--- src/rtl/core/kwm_pkg.sv ---
// Shared constants, types and codes of the k-way sorted merge.
`timescale 1ns / 1ps

package kwm_pkg;

    // Defaults for the top level parameters
    localparam int DEF_MAX_LISTS   = 8;
    localparam int DEF_QUEUE_DEPTH = 8;
    localparam int DEF_VALUE_BITS  = 32;

    // Width of a list count, enough for up to 16 lists
    localparam int ACT_W = 5;

    // Results one input item may release, and the width of their count
    localparam int MAX_RESULTS = 64;
    localparam int RES_W       = $clog2(MAX_RESULTS + 1);

    // Result status codes
    typedef enum logic [1:0] {
        STAT_OK       = 2'd0,
        STAT_FULL     = 2'd1,
        STAT_ENDED    = 2'd2,
        STAT_INACTIVE = 2'd3
    } status_t;

    // Control of the shared compare unit
    typedef struct packed {
        logic start;   // forget the running minimum
        logic cmp_en;  // compare the head that arrives from the queue memory
    } min_ctrl_t;

endpackage

--- src/rtl/core/kwm_queue_mem.sv ---
// Queue storage for all lists: one write port, one registered read port.
`timescale 1ns / 1ps

module kwm_queue_mem
    import kwm_pkg::*;
#(
    parameter int ENTRIES    = DEF_MAX_LISTS * DEF_QUEUE_DEPTH,
    parameter int VALUE_BITS = DEF_VALUE_BITS,
    parameter int ADDR_W     = $clog2(ENTRIES)
) (
    input  logic                  aclk,
    input  logic                  wr_en,
    input  logic [ADDR_W-1:0]     wr_addr,
    input  logic [VALUE_BITS-1:0] wr_data,
    input  logic                  rd_en,
    input  logic [ADDR_W-1:0]     rd_addr,
    output logic [VALUE_BITS-1:0] rd_data
);

    logic [VALUE_BITS-1:0] mem [ENTRIES];
    logic [VALUE_BITS-1:0] rd_data_reg;

    // Store an element
    always_ff @(posedge aclk) begin
        if (wr_en) begin
            mem[wr_addr] <= wr_data;
        end
    end

    // Read a queue head
    always_ff @(posedge aclk) begin
        if (rd_en) begin
            rd_data_reg <= mem[rd_addr];
        end
    end

    assign rd_data = rd_data_reg;

endmodule

--- src/rtl/core/kwm_min_unit.sv ---
// Shared compare unit: keeps the running minimum over the scanned queue heads.
`timescale 1ns / 1ps

module kwm_min_unit
    import kwm_pkg::*;
#(
    parameter int VALUE_BITS = DEF_VALUE_BITS,
    parameter int LIST_W     = $clog2(DEF_MAX_LISTS)
) (
    input  logic                         aclk,
    input  min_ctrl_t                    ctrl,
    input  logic [LIST_W-1:0]            cmp_list,
    input  logic signed [VALUE_BITS-1:0] cmp_value,
    output logic                         any,
    output logic [LIST_W-1:0]            best_list,
    output logic signed [VALUE_BITS-1:0] best_value
);

    logic                         any_reg, any_next;
    logic [LIST_W-1:0]            list_reg, list_next;
    logic signed [VALUE_BITS-1:0] value_reg, value_next;

    // Take a head only if strictly smaller, so the lower list wins a tie
    always_comb begin
        any_next   = any_reg;
        list_next  = list_reg;
        value_next = value_reg;
        if (ctrl.start) begin
            any_next = 1'b0;
        end else if (ctrl.cmp_en && (!any_reg || (cmp_value < value_reg))) begin
            any_next   = 1'b1;
            list_next  = cmp_list;
            value_next = cmp_value;
        end
    end

    always_ff @(posedge aclk) begin
        any_reg   <= any_next;
        list_reg  <= list_next;
        value_reg <= value_next;
    end

    assign any        = any_reg;
    assign best_list  = list_reg;
    assign best_value = value_reg;

endmodule

--- src/rtl/core/k_way_sorted_merge.sv ---
// Top level of the k-way sorted merge: queue control, scan sequencer, result register.
//
// Usage
//   Input items arrive on the s_ channel: tdata carries list_id and value, tuser
//   flags has_value, tlast marks end_of_list. An accepted element joins its list's queue.
//   Results leave on the m_ channel: tdata carries out_value and source_list, tuser
//   carries out_valid and status, tlast marks the final merge_done result.
//   cfg_we/cfg_wdata write active_lists; write it only while the block is idle.
// Flow
//   An item is taken while s_tready is high; s_tready then stays low until its work
//   is done. A rejected item first posts its status in S_STATUS, ahead of any scan.
//   Every emission, and the final check, costs one scan of the active lists with the
//   shared compare unit: one head read per list in S_SCAN, S_LAST for the registered
//   queue read of the last head, then S_DECIDE to emit or stop. At most 64 results
//   per item.
// Reset and stall
//   aresetn clears the queues, end flags and the output valid flag and sets
//   active_lists to 8; queue memory contents are left as they are.
//   A stalled m_tready holds the current result; the sequencer waits before
//   loading the next one, but a new item is taken while the last result waits.
`timescale 1ns / 1ps

module k_way_sorted_merge
    import kwm_pkg::*;
#(
    parameter int MAX_LISTS   = DEF_MAX_LISTS,
    parameter int QUEUE_DEPTH = DEF_QUEUE_DEPTH,
    parameter int VALUE_BITS  = DEF_VALUE_BITS
) (
    input  logic        aclk,
    input  logic        aresetn,
    // Configuration
    input  logic        cfg_we,
    input  logic [3:0]  cfg_wdata,      // active_lists
    // Input items
    input  logic        s_tvalid,
    output logic        s_tready,
    input  logic [39:0] s_tdata,        // [2:0] list_id, [34:3] value, [39:35] zero
    input  logic        s_tuser,        // [0] has_value
    input  logic        s_tlast,        // end_of_list
    // Results
    output logic        m_tvalid,
    input  logic        m_tready,
    output logic [39:0] m_tdata,        // [31:0] out_value, [34:32] source_list, [39:35] zero
    output logic [2:0]  m_tuser,        // [0] out_valid, [2:1] status
    output logic        m_tlast         // merge_done
);

    localparam int LIST_W  = (MAX_LISTS > 1) ? $clog2(MAX_LISTS) : 1;
    localparam int PTR_W   = $clog2(QUEUE_DEPTH);
    localparam int CNT_W   = $clog2(QUEUE_DEPTH + 1);
    localparam int ENTRIES = MAX_LISTS * QUEUE_DEPTH;
    localparam int ADDR_W  = $clog2(ENTRIES);

    typedef enum logic [2:0] {
        S_IDLE,
        S_STATUS,
        S_SCAN,
        S_LAST,
        S_DECIDE
    } state_t;

    // Input fields
    logic [2:0]  in_list;
    logic [31:0] in_value;
    logic        in_has_value;
    logic        in_eol;

    assign in_list      = s_tdata[2:0];
    assign in_value     = s_tdata[34:3];
    assign in_has_value = s_tuser;
    assign in_eol       = s_tlast;

    // Configuration register
    logic [3:0] active_lists_reg;

    always_ff @(posedge aclk) begin
        if (!aresetn) begin
            active_lists_reg <= 4'd8;
        end else if (cfg_we) begin
            active_lists_reg <= cfg_wdata;
        end
    end

    // Clamp the list count to 1..MAX_LISTS
    logic [ACT_W-1:0] act_count;
    logic [ACT_W-1:0] cfg_ext;

    assign cfg_ext = ACT_W'(active_lists_reg);

    always_comb begin
        priority if (cfg_ext == '0) begin
            act_count = ACT_W'(1);
        end else if (cfg_ext > ACT_W'(MAX_LISTS)) begin
            act_count = ACT_W'(MAX_LISTS);
        end else begin
            act_count = cfg_ext;
        end
    end

    // Per-list queue state
    logic [CNT_W-1:0] cnt_reg   [MAX_LISTS];
    logic [PTR_W-1:0] ptr_reg   [MAX_LISTS];
    logic             ended_reg [MAX_LISTS];

    // Sequencer registers
    state_t           state_reg, state_next;
    logic [ACT_W-1:0] scan_idx_reg, scan_idx_next;
    logic             ready_reg, ready_next;
    logic             cmp_pend_reg, cmp_pend_next;
    logic [LIST_W-1:0] cmp_list_reg, cmp_list_next;
    logic [RES_W-1:0] res_cnt_reg, res_cnt_next;
    status_t          pend_status_reg, pend_status_next;
    logic [2:0]       pend_list_reg, pend_list_next;

    // Output register
    logic             m_valid_reg, m_valid_next;
    logic [31:0]      m_value_reg, m_value_next;
    logic [2:0]       m_list_reg, m_list_next;
    logic             m_ovalid_reg, m_ovalid_next;
    logic             m_done_reg, m_done_next;
    status_t          m_status_reg, m_status_next;

    // Compare unit
    min_ctrl_t                    min_ctrl;
    logic                         min_any;
    logic [LIST_W-1:0]            min_list;
    logic signed [VALUE_BITS-1:0] min_value;
    logic [VALUE_BITS-1:0]        rd_data;

    // Accept check of the incoming item
    logic              accept;
    logic [LIST_W-1:0] lid_idx;
    status_t           rej;
    logic              take;

    assign s_tready = (state_reg == S_IDLE);
    assign accept   = s_tvalid && s_tready;
    assign lid_idx  = LIST_W'(in_list);

    always_comb begin
        priority if (ACT_W'(in_list) >= act_count) begin
            rej = STAT_INACTIVE;
        end else if (ended_reg[lid_idx]) begin
            rej = STAT_ENDED;
        end else if (in_has_value && (cnt_reg[lid_idx] == CNT_W'(QUEUE_DEPTH))) begin
            rej = STAT_FULL;
        end else begin
            rej = STAT_OK;
        end
    end

    assign take = accept && (rej == STAT_OK);

    // Write slot: read pointer plus fill count, wrapped once
    logic [PTR_W:0]   slot_sum;
    logic [PTR_W-1:0] wr_slot;
    logic [ADDR_W-1:0] wr_addr;

    assign slot_sum = (PTR_W + 1)'(ptr_reg[lid_idx]) + (PTR_W + 1)'(cnt_reg[lid_idx]);
    assign wr_slot  = (slot_sum >= (PTR_W + 1)'(QUEUE_DEPTH))
                    ? PTR_W'(slot_sum - (PTR_W + 1)'(QUEUE_DEPTH))
                    : PTR_W'(slot_sum);
    assign wr_addr  = ADDR_W'(lid_idx) * ADDR_W'(QUEUE_DEPTH) + ADDR_W'(wr_slot);

    // Scan read address of the current list's head
    logic [LIST_W-1:0] cur;
    logic [ADDR_W-1:0] rd_addr;

    assign cur     = scan_idx_reg[LIST_W-1:0];
    assign rd_addr = ADDR_W'(cur) * ADDR_W'(QUEUE_DEPTH) + ADDR_W'(ptr_reg[cur]);

    kwm_queue_mem #(
        .ENTRIES    (ENTRIES),
        .VALUE_BITS (VALUE_BITS),
        .ADDR_W     (ADDR_W)
    ) u_mem (
        .aclk    (aclk),
        .wr_en   (take && in_has_value),
        .wr_addr (wr_addr),
        .wr_data (VALUE_BITS'(in_value)),
        .rd_en   (state_reg == S_SCAN),
        .rd_addr (rd_addr),
        .rd_data (rd_data)
    );

    assign min_ctrl.start  = (state_reg == S_SCAN) && (scan_idx_reg == '0);
    assign min_ctrl.cmp_en = cmp_pend_reg;

    kwm_min_unit #(
        .VALUE_BITS (VALUE_BITS),
        .LIST_W     (LIST_W)
    ) u_min (
        .aclk       (aclk),
        .ctrl       (min_ctrl),
        .cmp_list   (cmp_list_reg),
        .cmp_value  ($signed(rd_data)),
        .any        (min_any),
        .best_list  (min_list),
        .best_value (min_value)
    );

    // Sequencer
    logic out_free;
    logic pop;
    logic clear_all;

    assign out_free = !m_valid_reg || m_tready;

    always_comb begin
        state_next       = state_reg;
        scan_idx_next    = scan_idx_reg;
        ready_next       = ready_reg;
        cmp_pend_next    = 1'b0;
        cmp_list_next    = cmp_list_reg;
        res_cnt_next     = res_cnt_reg;
        pend_status_next = pend_status_reg;
        pend_list_next   = pend_list_reg;
        m_valid_next     = m_valid_reg && !m_tready;
        m_value_next     = m_value_reg;
        m_list_next      = m_list_reg;
        m_ovalid_next    = m_ovalid_reg;
        m_done_next      = m_done_reg;
        m_status_next    = m_status_reg;
        pop              = 1'b0;
        clear_all        = 1'b0;

        unique case (state_reg)
            S_IDLE: begin
                // Take the item; scan next, or post a reject status first
                if (accept) begin
                    pend_status_next = rej;
                    pend_list_next   = in_list;
                    res_cnt_next     = '0;
                    scan_idx_next    = '0;
                    ready_next       = 1'b1;
                    state_next       = (rej == STAT_OK) ? S_SCAN : S_STATUS;
                end
            end
            S_STATUS: begin
                // Post the reject status ahead of any emission
                if (out_free) begin
                    m_valid_next  = 1'b1;
                    m_value_next  = '0;
                    m_list_next   = pend_list_reg;
                    m_ovalid_next = 1'b0;
                    m_done_next   = 1'b0;
                    m_status_next = pend_status_reg;
                    res_cnt_next  = RES_W'(1);
                    state_next    = S_SCAN;
                end
            end
            S_SCAN: begin
                // Issue one head read per cycle; note lists that block the merge
                cmp_pend_next = (cnt_reg[cur] != '0);
                cmp_list_next = cur;
                if ((cnt_reg[cur] == '0) && !ended_reg[cur]) begin
                    ready_next = 1'b0;
                end
                if (scan_idx_reg == act_count - ACT_W'(1)) begin
                    state_next = S_LAST;
                end else begin
                    scan_idx_next = scan_idx_reg + ACT_W'(1);
                end
            end
            S_LAST: begin
                // Last head goes through the compare unit
                state_next = S_DECIDE;
            end
            S_DECIDE: begin
                priority if (!ready_reg || (res_cnt_reg == RES_W'(MAX_RESULTS))) begin
                    state_next = S_IDLE;
                end else if (out_free) begin
                    m_valid_next = 1'b1;
                    m_status_next = STAT_OK;
                    if (min_any) begin
                        // Emit the smallest head and rescan
                        m_value_next  = 32'(min_value);
                        m_list_next   = 3'(min_list);
                        m_ovalid_next = 1'b1;
                        m_done_next   = 1'b0;
                        pop           = 1'b1;
                        res_cnt_next  = res_cnt_reg + RES_W'(1);
                        scan_idx_next = '0;
                        ready_next    = 1'b1;
                        state_next    = S_SCAN;
                    end else begin
                        // All lists ended and drained: close the merge
                        m_value_next  = '0;
                        m_list_next   = '0;
                        m_ovalid_next = 1'b0;
                        m_done_next   = 1'b1;
                        clear_all     = 1'b1;
                        state_next    = S_IDLE;
                    end
                end
            end
            default: begin
                state_next = S_IDLE;
            end
        endcase
    end

    // State and registered outputs
    always_ff @(posedge aclk) begin
        if (!aresetn) begin
            state_reg    <= S_IDLE;
            scan_idx_reg <= '0;
            ready_reg    <= 1'b0;
            cmp_pend_reg <= 1'b0;
            res_cnt_reg  <= '0;
            m_valid_reg  <= 1'b0;
        end else begin
            state_reg    <= state_next;
            scan_idx_reg <= scan_idx_next;
            ready_reg    <= ready_next;
            cmp_pend_reg <= cmp_pend_next;
            res_cnt_reg  <= res_cnt_next;
            m_valid_reg  <= m_valid_next;
        end
        cmp_list_reg    <= cmp_list_next;
        pend_status_reg <= pend_status_next;
        pend_list_reg   <= pend_list_next;
        m_value_reg     <= m_value_next;
        m_list_reg      <= m_list_next;
        m_ovalid_reg    <= m_ovalid_next;
        m_done_reg      <= m_done_next;
        m_status_reg    <= m_status_next;
    end

    // Queue pointers, fill counts and end flags
    always_ff @(posedge aclk) begin
        if (!aresetn || clear_all) begin
            for (int i = 0; i < MAX_LISTS; i++) begin
                cnt_reg[i]   <= '0;
                ptr_reg[i]   <= '0;
                ended_reg[i] <= 1'b0;
            end
        end else if (take) begin
            if (in_has_value) begin
                cnt_reg[lid_idx] <= cnt_reg[lid_idx] + CNT_W'(1);
            end
            if (in_eol) begin
                ended_reg[lid_idx] <= 1'b1;
            end
        end else if (pop) begin
            cnt_reg[min_list] <= cnt_reg[min_list] - CNT_W'(1);
            if (ptr_reg[min_list] == PTR_W'(QUEUE_DEPTH - 1)) begin
                ptr_reg[min_list] <= '0;
            end else begin
                ptr_reg[min_list] <= ptr_reg[min_list] + PTR_W'(1);
            end
        end
    end

    // Result ports
    assign m_tvalid = m_valid_reg;
    assign m_tdata  = {5'd0, m_list_reg, m_value_reg};
    assign m_tuser  = {m_status_reg, m_ovalid_reg};
    assign m_tlast  = m_done_reg;

endmodule

--- config.mk ---
export PLATFORM = sky130hd
export DESIGN_NAME = k_way_sorted_merge
export DESIGN_NICKNAME = d
export VERILOG_FILES = /design/src/rtl/core/kwm_pkg.sv /design/src/rtl/core/kwm_queue_mem.sv /design/src/rtl/core/kwm_min_unit.sv /design/src/rtl/core/k_way_sorted_merge.sv
export SDC_FILE = /design/constraint.sdc
export NUM_CORES = 2
export LEC_CHECK = 0
export ABC_CLOCK_PERIOD_IN_PS = 7400
export BUFFER_PORTS_ARGS = -buffer_cell sky130_fd_sc_hd__buf_2
export CAP_MARGIN = 20
export CORE_ASPECT_RATIO = 1.25
export CORE_MARGIN = 2
export CORE_UTILIZATION = 60
export DETAILED_ROUTE_END_ITERATION = 8
export HOLD_SLACK_MARGIN = 0.15
export PLACE_DENSITY = 0.87
export SYNTH_ARGS = -nofsm -noshare
export SYNTH_HDL_FRONTEND = slang
export SYNTH_SLANG_ARGS = --single-unit
--- constraint.sdc ---
create_clock -name aclk -period 7.4 [get_ports aclk]
set_clock_uncertainty 0.1 [all_clocks]
set_input_delay 0.74 -clock aclk [delete_from_list [all_inputs] [get_ports aclk]]
set_output_delay 0.74 -clock aclk [all_outputs]
set_load 0.05 [all_outputs]
==> impl_metrics.csv <==
group,metric,value,unit
outcome,status,"complete, but fails checks",
outcome,failed_checks,"DRC",
synth,seq_area_frac_synth,74.50,%
die,start_util,60.26,%
die,die_height,438.0,microns
worst_hold_path,whs_path_depth,1,
synth,ys_ff_latch,2255,
sta,rsz0062_at_grt,"false",
clock_tree,clkTransAtPathRegs,60,ps
die,io-pin-count,97,
power_and_ir_drop,power_leakage,0.03461,uW
critical_path,critPathMaxStageDelay,900,ps
critical_path,rr_startpoint,"active_lists_reg[1]",
cells_and_area,mostFrequentLayoutCells,"2218 x edfxtp_1, 1853 x nand2_1, 718 x nand3_1",
place,place_congestion,0.8894,
synth,synth_top_cell_by_area,"edfxtp_1",
sta,worst_slack,2062,ps
critical_path,cp.required,7840,ps
sta,fmax,187.3,MHz
critical_path,arrival,5770,ps
critical_path,worst-setup-path-type,"input port to flip-flop",
detailed_routing,num_vias,59120,
sta,post-route-period-util,72.13,%
synth,synth_area,90390,sq um
clock_tree,cts.sinks,2255,
detailed_routing,routed_wl,234300,microns
die,core_area,150000,sq um
detailed_routing,drt_iter0_markers,10470,
critical_path,end_kind,"flip-flop",
synth,ys.flop_type,"edfxtp_1",
power_and_ir_drop,p_per_area,296.0,nW/um^2
grt,grt_pass1_vias,57930,
sta,setup-tns-final,0,ps
clock_tree,clock_latency,890,ps
clock_tree,post_cts_buffers,0,
detailed_routing,drc_errors,1,
grt,grt_pass1_wl,343100,microns
synth,synth_area_leaders,"edfxtp_1 74%, nand2_1 7.7%, nand3_1 4.0%",
grt,grtUsageTotal,29.66,%
clock_tree,cts_tree,"yes",
clock_tree,clock-root-buffer,"clkbuf_16",
detailed_routing,vias_per_cell,6.679,
clock_tree,cts_buffer_depth,3,
critical_path,r2r-end,"u_mem.mem[28][5]",
cells_and_area,fill_cells,8978,
synth,yosysTopAreaCellShare,73.68,%
sta,tightest_slew,1216,ps
die,dieArea,153800,sq um
critical_path,critPathMaxFanout,32,
cells_and_area,area_growth,11.41,%
detailed_routing,wl_per_cell,26.47,microns
synth,synth.avg_cell_area,13.61,sq um
power_and_ir_drop,max-vdd-ir-drop,0.0003007,V
cells_and_area,layout_commonest_cell,"edfxtp_1",
die,die_x,351.2,microns
synth,yosysWarnings,0,
cells_and_area,largest_register_ffs,2048,
clock_tree,numCtsBuffers,200,
synth,syn_inst,6643,
die,rows,159,
critical_path,regToRegSetupSlack,2080,ps
grt,antenna_found_initial,4,
clock_tree,ctsHoldBuffers,9,
worst_hold_path,hold_path.class,"input port to flip-flop",
cells_and_area,largest_register,"u_mem.mem",
sta,slew_viol_final,0,
clock_tree,htree_levels,4,
sta,slew-limit-headroom,18.49,%
sta,hold_viol,0,
grt,overflow,0,
cells_and_area,nNetsFinal,6766,
sta,finalSetupViolCount,0,
run,drv_cap,0,
critical_path,reg2reg_depth,10,
worst_hold_path,min_to,"u_mem.mem[0][30]",
cells_and_area,drive_gt1_share,9.814,%
detailed_routing,dr.pass1.iters,9,
place,hpwl,125900,microns
synth,synthDistinctLibCells,63,
sta,period_minus_slack,5338,ps
place,portBuffers,86,
grt,grt_max_degree,145,
place,place_ws,1392,ps
critical_path,cp_cell_sequence,"buf_2 > mux4_2 > mux2i_1 > inv_1 > ha_1 > fa_1 > xnor2_1 > nand3_1 > nor2_4 > buf_4",
worst_hold_path,worstHoldStart,"s_tdata[33]",
clock_tree,cts_resized,0,
critical_path,start_kind,"input port",
detailed_routing,detail-route-antenna-nets,0,
critical_path,slowest_stage,"nand3_1",
synth,synth-async-reset-ratio,0,%
synth,synth_edf_count,2218,
routing by layer:
| metal | part of all wire, % | GRT usage [%] |
|---|---|---|
| met2 | 50 | 49.08 |
| met4 | 5.6 | 16.18 |
| met3 | 12 | 6.760 |
| met5 | 0.021 | 0 |
| met1 | 32 | 36.32 |
synthesized netlist by cell type, drive strengths merged (2+ instances only):
cell type and instances:
and4 2, xor2 11, nand2 1853, a32oi 64, o21ai 17, mux2i 213
nor2b 14, mux4 36, a22oi 34, a221oi 65, buf 157, nand3 718
or3 2, and3 200, and2 9, a31oi 197, o221ai 32, a21o 18
o22ai 2, nand2b 8, a32o 64, nor2 166, mux2 14, nor4 8
nor3 43, ha 45, nor3b 3, inv 45, o21a 4, o31ai 2
nand4 8, clkbuf 273, edfxtp 2218, xnor2 7, dfxtp 37, a21boi 10
a21oi 26
logic make-up (layout without fill, tap and decap cells):
group                    after synthesis  after routing  synth area share [%]
AO/OA/AOI/OAI                        548            548                 4.604
XOR/XNOR                              18             18                0.1744
AND/OR/NAND/NOR                     3037           3037                 14.39
flip-flops                          2255           2255                 74.50
buffers and inverters                475            665                 2.235
multiplexers                         263            263                 3.444
adder cells (fa/ha/maj)               46             46                0.6450
other                                  1              7              0.004149
critical path: cells and delay by family:
family / cells / cell delay [ps]
simple gates: 2 / 1720
xor+xnor: 1 / 380
mux: 2 / 930
fa+ha+maj: 2 / 750
buf+inv: 3 / 1190
worst max path at each step:
stage,from,end,slack [ps]
6_report,s_tdata[1],u_mem.mem[55][29],2060
4_1_cts,s_tdata[1],u_mem.mem[35][20],2240
5_1_grt,s_tdata[1],u_mem.mem[55][29],1840
2_1_floorplan,state_reg[1],flip-flop,1830
3_5_place_dp,s_tdata[1],u_mem.mem[35][3],1390
3_3_place_gp,s_tdata[1],u_mem.mem[3][7],1510
final cells by class:
type                       instances  area, sq um  share of cell area (%)
tap                             2012         2517                   2.500
multi-input combinational       3917        21650                   21.50
inverter                          45        168.9                  0.1677
sequential                      2255        67340                   66.87
clock inverter                   122         1255                   1.246
timing repair buffer             250         2426                   2.409
clock buffer                     248         5340                   5.303
antenna                            2        5.005                0.004970
power breakdown:
part	internal (uW)	total [uW]	switching [uW]	leakage, uW
clock network	5850	10600	4700	0.00324
registers	14300	14500	187	0.0203
logic	1380	4790	3410	0.0110
stage by stage:
step / instance area (sq um) / total power [uW] / instances / util, % / hold slack (ps)
floorplan: 90410 / 17550 / 6647 / - / 306.4
global placement: 93270 / 19020 / 8433 / 62.18 / 326.3
detailed placement: 93320 / 19210 / 8435 / 62.21 / 335.9
CTS: 100000 / 29530 / 8814 / 66.67 / 156.3
global route: 100700 / 30490 / 8850 / 67.13 / 156.2
finish: 100700 / 29810 / 8851 / 67.14 / 161.8
(Power assumes the default switching activity.)
